===== config.mk =====
export PLATFORM = sky130hd
export DESIGN_NAME = power_stage_supervisor_fsm
export DESIGN_NICKNAME = d
export VERILOG_FILES = /design/src/hdl/pss_pkg.sv /design/src/hdl/power_stage_supervisor_fsm.sv
export SDC_FILE = /design/constraint.sdc
export NUM_CORES = 1
export LEC_CHECK = 0
export BUFFER_PORTS_ARGS = -buffer_cell sky130_fd_sc_hd__buf_4
export CORE_MARGIN = 4
export CORE_UTILIZATION = 45
export CTS_CLUSTER_DIAMETER = 30
export CTS_CLUSTER_SIZE = 10
export DETAILED_ROUTE_END_ITERATION = 8
export PLACE_DENSITY_LB_ADDON = 0.2
export SYNTH_ARGS = -nofsm -noshare
export SYNTH_HDL_FRONTEND = slang
export SYNTH_SLANG_ARGS = --single-unit

===== constraint.sdc =====
create_clock -name clk -period 3 [get_ports clk]
set_clock_uncertainty 0.05 [all_clocks]
set_input_delay 0.6 -clock clk [delete_from_list [all_inputs] [get_ports clk]]
set_output_delay 0.6 -clock clk [all_outputs]
set_load 0.01 [all_outputs]

===== src/hdl/pss_pkg.sv =====
// ----------------------------------------------------------------------------
// pss_pkg: shared types and tables for the power stage supervisor
// Holds the state and action codes, the event codes and the fixed transition
// table of the supervisory sequencer, with the lookup function over it.
// ----------------------------------------------------------------------------
package pss_pkg;

  localparam int EVT_W  = 5;
  localparam int ERR_W  = 5;
  localparam int ROW_CNT = 27;

  typedef enum logic [2:0] {
    ST_STANDBY   = 3'd0,
    ST_INIT      = 3'd1,
    ST_SOFTSTART = 3'd2,
    ST_SWEEP     = 3'd3,
    ST_RUNNING   = 3'd4,
    ST_RECOVERY  = 3'd5,
    ST_SOFTSTOP  = 3'd6,
    ST_HARDSTOP  = 3'd7
  } state_t;

  typedef enum logic [3:0] {
    ACT_NONE         = 4'd0,
    ACT_INIT         = 4'd1,
    ACT_SOFTSTART    = 4'd2,
    ACT_SWEEP        = 4'd3,
    ACT_RUN          = 4'd4,
    ACT_RECOVERY     = 4'd5,
    ACT_TUNE         = 4'd6,
    ACT_SOFTSTOP     = 4'd7,
    ACT_FAILSOFTSTOP = 4'd8,
    ACT_SHUTDOWN     = 4'd9,
    ACT_STANDBY      = 4'd10,
    ACT_RESTART      = 4'd11,
    ACT_RESET        = 4'd12
  } action_t;

  // Event codes. The input field can carry codes above the last one, which
  // simply match no row.
  localparam logic [EVT_W-1:0] EV_START          = 5'd0;
  localparam logic [EVT_W-1:0] EV_INIT_DONE      = 5'd1;
  localparam logic [EVT_W-1:0] EV_STOP           = 5'd2;
  localparam logic [EVT_W-1:0] EV_SOFTSTART_DONE = 5'd3;
  localparam logic [EVT_W-1:0] EV_HW_FAULT       = 5'd4;
  localparam logic [EVT_W-1:0] EV_RESO_FOUND     = 5'd5;
  localparam logic [EVT_W-1:0] EV_OVERPOWER      = 5'd6;
  localparam logic [EVT_W-1:0] EV_RESO_LOST      = 5'd7;
  localparam logic [EVT_W-1:0] EV_TARGET_POWER   = 5'd8;
  localparam logic [EVT_W-1:0] EV_OVERTEMP       = 5'd9;
  localparam logic [EVT_W-1:0] EV_UNDERVOLT      = 5'd10;
  localparam logic [EVT_W-1:0] EV_OVERCURRENT    = 5'd11;
  localparam logic [EVT_W-1:0] EV_SHORT          = 5'd12;
  localparam logic [EVT_W-1:0] EV_ARC            = 5'd13;
  localparam logic [EVT_W-1:0] EV_TUNE           = 5'd14;
  localparam logic [EVT_W-1:0] EV_GRID_FAULT     = 5'd15;
  localparam logic [EVT_W-1:0] EV_FAULT_CLEARED  = 5'd16;
  localparam logic [EVT_W-1:0] EV_SOFTSTOP_DONE  = 5'd17;

  typedef struct packed {
    state_t           from;
    logic [EVT_W-1:0] evt;
    action_t          act;
    state_t           to;
  } row_t;

  localparam row_t ROWS [ROW_CNT] = '{
    '{ST_STANDBY,   EV_START,          ACT_INIT,         ST_INIT},
    '{ST_INIT,      EV_INIT_DONE,      ACT_SOFTSTART,    ST_SOFTSTART},
    '{ST_INIT,      EV_STOP,           ACT_STANDBY,      ST_STANDBY},
    '{ST_SOFTSTART, EV_SOFTSTART_DONE, ACT_SWEEP,        ST_SWEEP},
    '{ST_SOFTSTART, EV_STOP,           ACT_SOFTSTOP,     ST_SOFTSTOP},
    '{ST_SOFTSTART, EV_HW_FAULT,       ACT_SHUTDOWN,     ST_HARDSTOP},
    '{ST_SWEEP,     EV_RESO_FOUND,     ACT_RUN,          ST_RUNNING},
    '{ST_SWEEP,     EV_OVERPOWER,      ACT_RUN,          ST_RUNNING},
    '{ST_SWEEP,     EV_RESO_LOST,      ACT_FAILSOFTSTOP, ST_SOFTSTOP},
    '{ST_SWEEP,     EV_STOP,           ACT_FAILSOFTSTOP, ST_SOFTSTOP},
    '{ST_SWEEP,     EV_HW_FAULT,       ACT_SHUTDOWN,     ST_HARDSTOP},
    '{ST_RUNNING,   EV_TARGET_POWER,   ACT_NONE,         ST_RUNNING},
    '{ST_RUNNING,   EV_STOP,           ACT_SOFTSTOP,     ST_SOFTSTOP},
    '{ST_RUNNING,   EV_RESO_LOST,      ACT_RECOVERY,     ST_RECOVERY},
    '{ST_RUNNING,   EV_OVERPOWER,      ACT_RECOVERY,     ST_RECOVERY},
    '{ST_RUNNING,   EV_OVERTEMP,       ACT_RECOVERY,     ST_RECOVERY},
    '{ST_RUNNING,   EV_UNDERVOLT,      ACT_RECOVERY,     ST_RECOVERY},
    '{ST_RUNNING,   EV_OVERCURRENT,    ACT_RECOVERY,     ST_RECOVERY},
    '{ST_RUNNING,   EV_SHORT,          ACT_SHUTDOWN,     ST_HARDSTOP},
    '{ST_RUNNING,   EV_ARC,            ACT_SHUTDOWN,     ST_HARDSTOP},
    '{ST_RECOVERY,  EV_TUNE,           ACT_TUNE,         ST_RUNNING},
    '{ST_RECOVERY,  EV_STOP,           ACT_SOFTSTOP,     ST_SOFTSTOP},
    '{ST_RECOVERY,  EV_HW_FAULT,       ACT_SHUTDOWN,     ST_HARDSTOP},
    '{ST_RECOVERY,  EV_GRID_FAULT,     ACT_SHUTDOWN,     ST_HARDSTOP},
    '{ST_RECOVERY,  EV_FAULT_CLEARED,  ACT_RESTART,      ST_SOFTSTART},
    '{ST_SOFTSTOP,  EV_SOFTSTOP_DONE,  ACT_STANDBY,      ST_STANDBY},
    '{ST_HARDSTOP,  EV_FAULT_CLEARED,  ACT_RESET,        ST_STANDBY}
  };

  typedef struct packed {
    logic    hit;
    action_t act;
    state_t  to;
  } lookup_t;

  // Each row is compared on its own; the keys are unique, so at most one hits.
  function automatic lookup_t table_lookup(state_t st, logic [EVT_W-1:0] evt);
    lookup_t res;
    res = '{hit: 1'b0, act: ACT_NONE, to: st};
    for (int i = 0; i < ROW_CNT; i++) begin
      if (ROWS[i].from == st && ROWS[i].evt == evt) begin
        res.hit = 1'b1;
        res.act = ROWS[i].act;
        res.to  = ROWS[i].to;
      end
    end
    return res;
  endfunction

  // One result transaction, in output bus order from the highest bit down.
  typedef struct packed {
    logic [ERR_W-1:0] error_now;
    state_t           state_now;
    action_t          action_code;
    logic             accepted;
    logic             matched;
  } result_t;

endpackage


===== src/hdl/power_stage_supervisor_fsm.sv =====
// ----------------------------------------------------------------------------
// power_stage_supervisor_fsm: supervisory sequencer for a resonant power stage
// Table-driven eight-state machine that reports the action for each event and
// advances, holds or latches an error depending on whether the action worked.
// ----------------------------------------------------------------------------
// Each input transaction carries an event code and a flag telling whether the
// side action of the matching transition succeeded. The block looks the event
// up in the fixed 27-row transition table for the current state in the same
// cycle the transaction is accepted, updates the state and error registers at
// that edge, and registers one result transaction at that edge as well. The
// sustained rate is one event per clock cycle while the output does not stall;
// the output register sits after the table decode. A second,
// skid register lets one more event be accepted while a result waits on a
// stalled output, so input ready only drops when both registers are full.
// An event with no row for the current state returns matched, accepted and
// action code zero and changes nothing. A failed action holds the state and
// latches one plus the event code as the error; only reset clears it. The
// row for a running stage reaching target power has no side action and always
// succeeds, whatever the flag says.
module power_stage_supervisor_fsm
  import pss_pkg::*;
(
  input  logic        clk,
  input  logic        rst_n,
  // Input channel.
  input  logic        in_tvalid,
  output logic        in_tready,
  input  logic [7:0]  in_tdata,   // [4:0] event_code, [5] action_ok, [7:6] zero
  // Result channel.
  output logic        out_tvalid,
  input  logic        out_tready,
  output logic [15:0] out_tdata   // [0] matched, [1] accepted, [5:2] action_code,
                                  // [8:6] state_now, [13:9] error_now, [15:14] zero
);

  logic [EVT_W-1:0] in_evt;
  logic             in_ok;
  logic             in_fire;
  logic             out_fire;

  state_t           state_r, state_nxt;
  logic [ERR_W-1:0] error_r, error_nxt;
  lookup_t          hit;
  logic             ok;
  result_t          res;

  result_t          out_r, out_nxt;
  logic             out_valid_r, out_valid_nxt;
  result_t          skid_r, skid_nxt;
  logic             skid_valid_r, skid_valid_nxt;

  assign in_evt   = in_tdata[EVT_W-1:0];
  assign in_ok    = in_tdata[EVT_W];
  assign in_tready = !skid_valid_r;
  assign in_fire  = in_tvalid && in_tready;
  assign out_fire = out_valid_r && out_tready;

  // Table decode and next state. The "none" action always succeeds.
  always_comb begin
    hit       = table_lookup(state_r, in_evt);
    ok        = (hit.act == ACT_NONE) ? 1'b1 : in_ok;
    state_nxt = state_r;
    error_nxt = error_r;
    if (in_fire && hit.hit) begin
      if (ok) begin
        state_nxt = hit.to;
      end else begin
        error_nxt = in_evt + ERR_W'(1);
      end
    end
    res.matched     = hit.hit;
    res.accepted    = hit.hit && ok;
    res.action_code = hit.act;
    res.state_now   = state_nxt;
    res.error_now   = error_nxt;
  end

  always_ff @(posedge clk) begin
    if (!rst_n) begin
      state_r <= ST_STANDBY;
      error_r <= '0;
    end else begin
      state_r <= state_nxt;
      error_r <= error_nxt;
    end
  end

  // Output register with a skid stage. A new result goes to the skid register
  // only when the output register is full and stalled.
  always_comb begin
    out_nxt        = out_r;
    out_valid_nxt  = out_valid_r;
    skid_nxt       = skid_r;
    skid_valid_nxt = skid_valid_r;
    if (in_fire) begin
      if (out_valid_r && !out_tready) begin
        skid_nxt       = res;
        skid_valid_nxt = 1'b1;
      end else begin
        out_nxt       = res;
        out_valid_nxt = 1'b1;
      end
    end else if (out_fire) begin
      out_nxt        = skid_r;
      out_valid_nxt  = skid_valid_r;
      skid_valid_nxt = 1'b0;
    end
  end

  always_ff @(posedge clk) begin
    if (!rst_n) begin
      out_valid_r  <= 1'b0;
      skid_valid_r <= 1'b0;
    end else begin
      out_valid_r  <= out_valid_nxt;
      skid_valid_r <= skid_valid_nxt;
    end
  end

  always_ff @(posedge clk) begin
    out_r  <= out_nxt;
    skid_r <= skid_nxt;
  end

  assign out_tvalid = out_valid_r;
  assign out_tdata  = {2'b00, out_r};

  // The skid register only fills behind a full output register.
  a_skid_behind_out: assert property (@(posedge clk) disable iff (!rst_n)
    skid_valid_r |-> out_valid_r)
    else $error("skid register valid while output register empty");

  // State and error move only on an accepted input transaction.
  a_state_holds: assert property (@(posedge clk) disable iff (!rst_n)
    !in_fire |=> ($stable(state_r) && $stable(error_r)))
    else $error("state or error changed without an input transaction");

  // A result that advanced the state must have matched a row.
  a_accept_matched: assert property (@(posedge clk) disable iff (!rst_n)
    out_valid_r |-> (!out_r.accepted || out_r.matched))
    else $error("accepted result without a matching row");

  // A rejected action leaves the state where it was.
  a_fail_holds: assert property (@(posedge clk) disable iff (!rst_n)
    (in_fire && hit.hit && !ok) |=> $stable(state_r))
    else $error("state advanced on a failed action");

endmodule


==> summary.txt, run 1 <==
Logic synthesis
  – Largest family of logic cells by synthesized area: simple AND/OR/NAND/NOR gates
  – Avg Cell Area, Syn: 9.528 µm²
  – Register bit count reported by yosys: 38
  – Post-synthesis simple-gate area fraction: 25.87%
  – Post-synth EDFFs: 28
  – Synth Area in Compound Gates: 20.17%
  – Post-Synth Adder-Cell Area: 2.478%
  – Synth warnings: 0
  – Seq/Total Area, Yosys: 41.23%
  – Netlist cell types: 70
  – Post-Synthesis Cells: 265
  – Mux contribution to synthesized area: 1.288%
  – Ys async rst share: 0%
  – Xor/xnor cell area share of the yosys netlist: 1.388%
  – Synth Flop Type: edfxtp_1
  – Mapped Area: 2525 µm²

Timing
  – Hold Vio Cnt, Final: 0
  – Crit share post-route: 94.52%
  – Total negative slack: 0 ns
  – FMAX: 0.3527 GHz
  – RSZ-0062 raised after global routing: no
  – Hold WS: 0.4742 ns
  – Min cycle time layout: 2.836 ns
  – Worst relative slew slack: 53.56%
  – Setup Viol. Count Final: 0
  – Fin. max-slew vios: 0
  – Slew @ Worst Pin: 0.6966 ns

Finish
  – Cell area after layout: 3143 µm²
  – Final Non-Filler Cells: 395
  – Final net count: 339
  – Highest-count cells in the layout ignoring fill and taps: buf_4, edfxtp_1, nand2_1, nor2_1, inv_1
  – Fill count: 500
  – Area Overhead vs Synth: 24.48%
  – Antenna cells: 0
  – Layout cells sized above 1: 31.58%
  – Commonest non-fill, non-tap cell in the layout: buf_4
  – Core Util, Final: 57.43%

Placement
  – Port buffer count: 25
  – GPL Wtd Cong: 0.9408
  – HPWL reported at the end of detailed placement: 4.481 mm
  – Placed Area: 3034 µm²
  – Placed insts: 387

Worst setup path
  – RR Endpoint: out_tdata[6]
  – Reg-to-reg slack, setup: 0.31 ns
  – Reg2reg start: state_r[0]
  – Endpoint kind of the worst setup timing path: flop
  – Crit path launch type: input pin
  – Crit path kind: in2reg
  – FF-to-FF path depth: 9
  – CP Max Fanout: 11
  – CP Data Required Time: 3.09 ns
  – Crit path DAT: 2.93 ns

Hold path
  – Hold_sp: error_r[0]
  – Hold endpoint: error_r[0]
  – Min-Delay Path Depth: 2
  – Hold crit path type: reg2reg

Power and ir drop
  – Cell Pwr Density: 377.3 nW/µm²
  – Worst VDD drop: 0.0001958 V
  – Leak: 1.344 nW

Floorplanning
  – Die X: 82.91 µm
  – Die Y: 82.91 µm
  – # IOs: 30
  – Die area: 6873 µm²
  – Rows: 27
  – Initial Utilization: 46.14%
  – Core area: 5473 µm²

Clock network
  – Root Buffer: clkbuf_8
  – Cts hold-fix bufs: 0
  – Clk sink count: 38
  – CTS Buf Count: 5
  – CTS clk-pin slew, worst paths: 0.07 ns
  – Setup Buffers After CTS: 0
  – Clock latency on the worst-skew pair: 0.29 ns
  – CTS tree: yes
  – CTS max path bufs: 2
  – H-Tree Depth: 2

Global routing
  – GRT overflow: 0
  – First-pass GRT wire length: 10.21 mm
  – Initial antenna violation count: 0
  – Largest net degree at the start of global routing: 18
  – Gr usage total: 17.65%
  – Vias in the first global route: 2156

Drt
  – DR pass1 iterations: 4
  – # DRC: 0
  – Vias per inst: 5.572
  – Routed wire per std cell: 14.98 µm
  – Final ANT Viol Nets: 0
  – Via count: 2201
  – Initial drt markers: 160
  – Routed Wire Length: 5.919 mm

Job
  – MaxCap Viol Count: 0

Status
  – Status: finished, final reports clean
-- cell families after synthesis --
family / count (synthesis)
and+or+nand+nor: 109
other: 1
buffers and inverters: 35
DFF: 38
xor gates and xnor gates: 4
muxes: 3
AOI/OAI and AO/OA: 70
adders and majority gates: 5
-- flip-flops by register name, indices dropped and copies added (netlist names) --
name	flops
out_tvalid	1
out_tdata	14
error_r	5
skid_valid_r	1
state_r	3
skid_r	14
-- stage by stage --
stage / power, mW / setup WS, ns
3_5_place_dp: 0.7823 / -0.1915
2_1_floorplan: 0.7039 / 0.05335
5_1_grt: 1.235 / 0.02491
4_1_cts: 1.192 / 0.1120
3_3_place_gp: 0.7810 / -0.1470
6_report: 1.186 / 0.1644
-- synthesized netlist by cell type, drive strengths merged, types with 3 or more instances --
master | instances | area, µm²
ha | 5 | 62.56
a21boi | 3 | 22.52
nor2 | 18 | 75.07
nand2 | 27 | 101.4
a21o | 3 | 22.52
nor3 | 14 | 101.4
edfxtp | 28 | 840.8
clkbuf | 4 | 15.01
buf | 17 | 120.1
and3b | 3 | 26.28
o2111ai | 3 | 26.28
nand4 | 5 | 31.28
and3 | 6 | 37.54
inv | 14 | 52.55
or2 | 4 | 25.02
a21oi | 12 | 60.06
dfxtp | 10 | 200.2
o21ai | 14 | 70.07
o211ai | 6 | 45.04
nand3 | 9 | 45.04
a31oi | 6 | 58.80
nor2b | 6 | 40.04
o21a | 4 | 30.03
xor2 | 3 | 26.28
-- layout make-up --
| type | instances | area (µm²) | area share (%) |
|---|---|---|---|
| multi-input combinational | 193 | 1300 | 41.36 |
| timing repair buffer | 70 | 550.5 | 17.52 |
| clock inverter | 3 | 40.04 | 1.274 |
| tap | 72 | 90.09 | 2.866 |
| clock buffer | 5 | 68.82 | 2.189 |
| inverter | 14 | 52.55 | 1.672 |
| sequential | 38 | 1041 | 33.12 |
-- worst max path at each step --
stage | startpoint | endpoint | slack, ns
3_3_place_gp | in_tdata[0] | out_tdata[13] | -0.15
4_1_cts | in_tdata[0] | skid_r[6] | 0.11
2_1_floorplan | in_tdata[0] | out_tdata[13] | 0.05
5_1_grt | in_tdata[0] | out_tdata[6] | 0.02
6_report | in_tdata[0] | out_tdata[6] | 0.16
3_5_place_dp | in_tdata[0] | skid_r[6] | -0.19
-- report_power, final --
part | leakage [nW] | total (mW) | internal [mW] | switching, mW
clock | 0.0579 | 0.416 | 0.244 | 0.172
combinational | 0.942 | 0.172 | 0.0757 | 0.0964
sequential | 0.344 | 0.598 | 0.590 | 0.00724
total | 1.34 | 1.19 | 0.911 | 0.275
-- critical path, cell delays in order --
cell      delay [ns]
buf_4           0.12
ha_1            0.25
and3_1          0.20
ha_1            0.23
o21ai_1         0.26
nand2_1         0.10
nor3_2          0.32
a31oi_4         0.15
buf_12          0.17
nor4_2          0.38
o21bai_1        0.16
-- metal layers --
metal | global-route usage [%] | wire length (µm) | up-vias
li1 | - | - | 1090
met3 | 3.274 | 292 | 6
met1 | 23.14 | 2689 | 1041
met2 | 29.96 | 2868 | 64
met4 | 4.458 | 68 | 0
met5 | 0 | 0 | -
-- repair_timing --
| item | CTS | global route |
|---|---|---|
| hold endpoints to repair | 0 | 0 |
| endpoints found under the setup margin | 0 | 2 |
| gates resized for setup | 0 | 1 |
(Power assumes the default switching activity.)
==> run 2, diff against run 1 <==
--- a/config.mk
+++ b/config.mk
@@ -5,13 +5,14 @@
 export SDC_FILE = /design/constraint.sdc
 export NUM_CORES = 1
 export LEC_CHECK = 0
-export BUFFER_PORTS_ARGS = -buffer_cell sky130_fd_sc_hd__buf_4
+export ABC_AREA = 1
 export CORE_MARGIN = 4
 export CORE_UTILIZATION = 45
 export CTS_CLUSTER_DIAMETER = 30
 export CTS_CLUSTER_SIZE = 10
 export DETAILED_ROUTE_END_ITERATION = 8
-export PLACE_DENSITY_LB_ADDON = 0.2
+export DONT_BUFFER_PORTS = 1
+export PLACE_DENSITY = 0.71
 export SYNTH_ARGS = -nofsm -noshare
 export SYNTH_HDL_FRONTEND = slang
 export SYNTH_SLANG_ARGS = --single-unit
==> run 2 against run 1 <==
Net effect:
- wire length down 15%
- via count fell by 7.5%
- clock-buffer cell count is 1 higher
- first-iteration DRC count decreased by 15%
==> summary.txt, run 2 <==
Drt
  – Routed wire per std cell: 12.47 µm (-17%)
  – Initial drt markers: 136 (-15%)
  – DR pass1 iterations: 7 (+3)
  – Routed Wire Length: 5.014 mm (-15%)
  – Final ANT Viol Nets: 0 (unchanged)
  – Via count: 2036 (-7.5%)
  – # DRC: 0 (unchanged)
  – Vias per inst: 5.065 (-9.1%)

Power and ir drop
  – Comb pwr share: 9.0% (-5.5 points)
  – Worst VDD drop: 0.0002844 V (+45%)
  – Seq pwr share: 58.7% (+8.3 points)
  – Leak: 1.335 nW (-0.73%)
  – Cell Pwr Density: 406.8 nW/µm² (+7.8%)
  – Switch Pwr: 257.1 µW (-6.6%)
  – Sw frac: 24.80% (+1.6 points)
  – Clock share of power: 32.3% (-2.8 points)
  – Int Pwr: 779.7 µW (-14%)

Logic synthesis
  – Register bit count reported by yosys: 38 (unchanged)
  – Netlist cell types: 32 (-54%)
  – Post-synth EDFFs: 28 (unchanged)
  – Ys async rst share: 0% (unchanged)
  – Post-Synthesis Cells: 323 (+22%)
  – Main area contributors after synthesis: edfxtp_1, nand2_1, dfxtp_1, nor2_1, inv_1
  – Synth Flop Type: edfxtp_1
  – Top-count cell post-synth: nand2_1
  – Avg Cell Area, Syn: 7.329 µm² (-23%)
  – Seq/Total Area, Yosys: 43.97% (+2.7 points)
  – Synth warnings: 0 (unchanged)
  – Area leader, netlist: edfxtp_1
  – Area fraction of the dominant cell type after synthesis: 35.52% (+2.2 points)
  – Post-synth top cells: nand2_1, nor2_1, inv_1
  – Mapped Area: 2367 µm² (-6.2%)

Worst setup path
  – Endpoint kind of the worst setup timing path: flop
  – Most used cell, CP: nand2_1
  – Slowest stage delay, CP: 0.23 ns (-0.15 ns)
  – Crit path kind: in2reg
  – CP Cell Sequence: inv_1 -> ha_1 -> nand2_1 -> inv_1 -> nand2_1 -> nand2_1 -> inv_1 -> nand2_1 -> nor2_1 -> nand2_2 -> nor2_2 -> nand3_4 -> nand2_2 -> nand3b_1 -> nand2_1 -> inv_1
  – FF-to-FF path depth: 12 (+3)
  – CP Max Fanout: 9 (-2)
  – Critical path depth: 16 (+5)
  – Reg-to-reg slack, setup: 0.62 ns (+0.31 ns)
  – Crit path DAT: 2.39 ns (-0.54 ns)
  – CP Buf/Inv Count: 4 (+2)
  – Crit path launch type: input pin
  – CP Data Required Time: 3.00 ns (-0.09 ns)
  – Delay-heaviest family, CP: simple AND/OR/NAND/NOR gates
  – Slowest library cell on the worst path: ha_1

Clock network
  – Cts hold-fix bufs: 0 (unchanged)
  – Clock latency on the worst-skew pair: 0.29 ns (about the same)
  – CTS max path bufs: 2 (unchanged)
  – H-Tree Depth: 2 (unchanged)
  – CTS tree: yes
  – Clk sink count: 38 (unchanged)
  – CTS Buf Count: 5 (unchanged)
  – PostCTS Resize Cnt: 0 (unchanged)
  – Root Buffer: clkbuf_8
  – CTS clk-pin slew, worst paths: 0.07 ns (about the same)
  – Setup Buffers After CTS: 0 (unchanged)

Timing
  – Hold Vio Cnt, Final: 0 (unchanged)
  – FMAX: 0.4185 GHz (+19%)
  – Min cycle time layout: 2.389 ns (-0.4463 ns)
  – Setup Viol. Count Final: 0 (unchanged)
  – Worst setup margin: 0.6107 ns (+0.4463 ns)
  – Total negative slack: 0 ns (unchanged)
  – Crit share post-route: 79.64% (-15 points)
  – Fin. max-slew vios: 0 (unchanged)
  – RSZ-0062 raised after global routing: no

Hold path
  – Min-Delay Path Depth: 2 (unchanged)
  – Hold crit path type: in2reg

Floorplanning
  – Core area: 5107 µm² (-6.7%)
  – Initial Utilization: 46.35% (+0.21 points)
  – Die Y: 80.53 µm (-2.9%)
  – Die X: 80.53 µm (-2.9%)
  – Die area: 6485 µm² (-5.6%)
  – # IOs: 30 (unchanged)
  – Rows: 26 (-3.7%)

Global routing
  – GRT overflow: 0 (unchanged)
  – Vias in the first global route: 1827 (-15%)
  – Largest net degree at the start of global routing: 19 (+1)
  – Initial antenna violation count: 0 (unchanged)
  – Gr usage total: 16.39% (-1.3 points)
  – First-pass GRT wire length: 8.135 mm (-20%)

Placement
  – Dpl ws: 0.3367 ns (+0.5282 ns)
  – GPL Wtd Cong: 0.9618 (+2.2%)
  – Port buffer count: 0 (-100%)
  – Placed Area: 2466 µm² (-19%)
  – HPWL reported at the end of detailed placement: 3.859 mm (-14%)

Finish
  – Antenna cells: 0 (unchanged)
  – Fill count: 523 (+4.6%)
  – Register Area: 1041 µm² (unchanged)
  – Final net count: 348 (+2.7%)
  – Cell area after layout: 2549 µm² (-19%)
  – Core Util, Final: 49.90% (-7.5 points)
  – Layout cells sized above 1: 12.05% (-20 points)
  – Multi-input gate area: 1116 µm² (-14%)
  – Area Overhead vs Synth: 7.664%
  – Commonest non-fill, non-tap cell in the layout: nand2_1
  – Highest-count cells in the layout ignoring fill and taps: nand2_1, nor2_1, inv_1, edfxtp_1, nand3_1

Job
  – MaxCap Viol Count: 0 (unchanged)

Status
  – Status: finished, final reports clean
[run 2: changes by cell type after synthesis, moves of 8 or more]
cell / change
inv_1: +28
nand2_1: +75
nand2_2: +8
nand3_1: +12
nor2_1: +29
nor3_1: -8
[run 2: final cells by class]
type / count / area share (%)
inverter: 49 / 7.216
sequential: 38 / 40.84
clock inverter: 2 / 0.3927
timing repair buffer: 5 / 1.473
multi-input combinational: 232 / 43.79
tap: 70 / 3.436
clock buffer: 6 / 2.847
[run 2: metrics by stage]
step	total power, mW	hold WS, ns	cells
detailed placement	0.7149	0.4338	394
finish	1.037	0.3518	402
global route	1.075	0.3679	402
floorplan	0.6901	0.4064	324
global placement	0.7129	0.4188	394
CTS	1.041	0.3520	402
[run 2: per-layer routing]
metal	track usage, %	routed length [µm]	vias up
met3	4.148	346	10
met5	0	0	-
met1	20.84	2220	905
li1	-	-	1045
met4	6.250	81	0
met2	26.66	2365	76
[run 2: cells by family (layout without fill, tap and decap cells)]
logic type | count (synthesis) | count (layout) | share of synthesized area, %
AND/OR/NAND/NOR | 202 | 202 | 38.00
flip-flops | 38 | 38 | 43.97
other | 1 | 2 | 0.1584
XOR/XNOR | 2 | 2 | 0.7401
adder cells (fa/ha/maj) | 5 | 5 | 2.643
buffers and inverters | 54 | 62 | 9.038
AO/OA/AOI/OAI | 21 | 21 | 5.444
[run 2: path summary, 6_finish.rpt]
kind,startpoint,endpoint
hold / removal,rst_n,out_tvalid
setup reg to reg,state_r[2],out_tdata[10]
hold reg to reg,skid_valid_r,skid_valid_r
setup / recovery,in_tdata[0],skid_r[8]
[run 2: power groups by stage]
stage                     combinational, mW  clock [mW]  sequential (mW)
after global routing                  0.107       0.356            0.612
final                                0.0935       0.334            0.609
after global placement               0.0920           0            0.621
after CTS                            0.0938       0.338            0.610
after detailed placement             0.0936           0            0.621
after floorplan                      0.0713           0            0.619
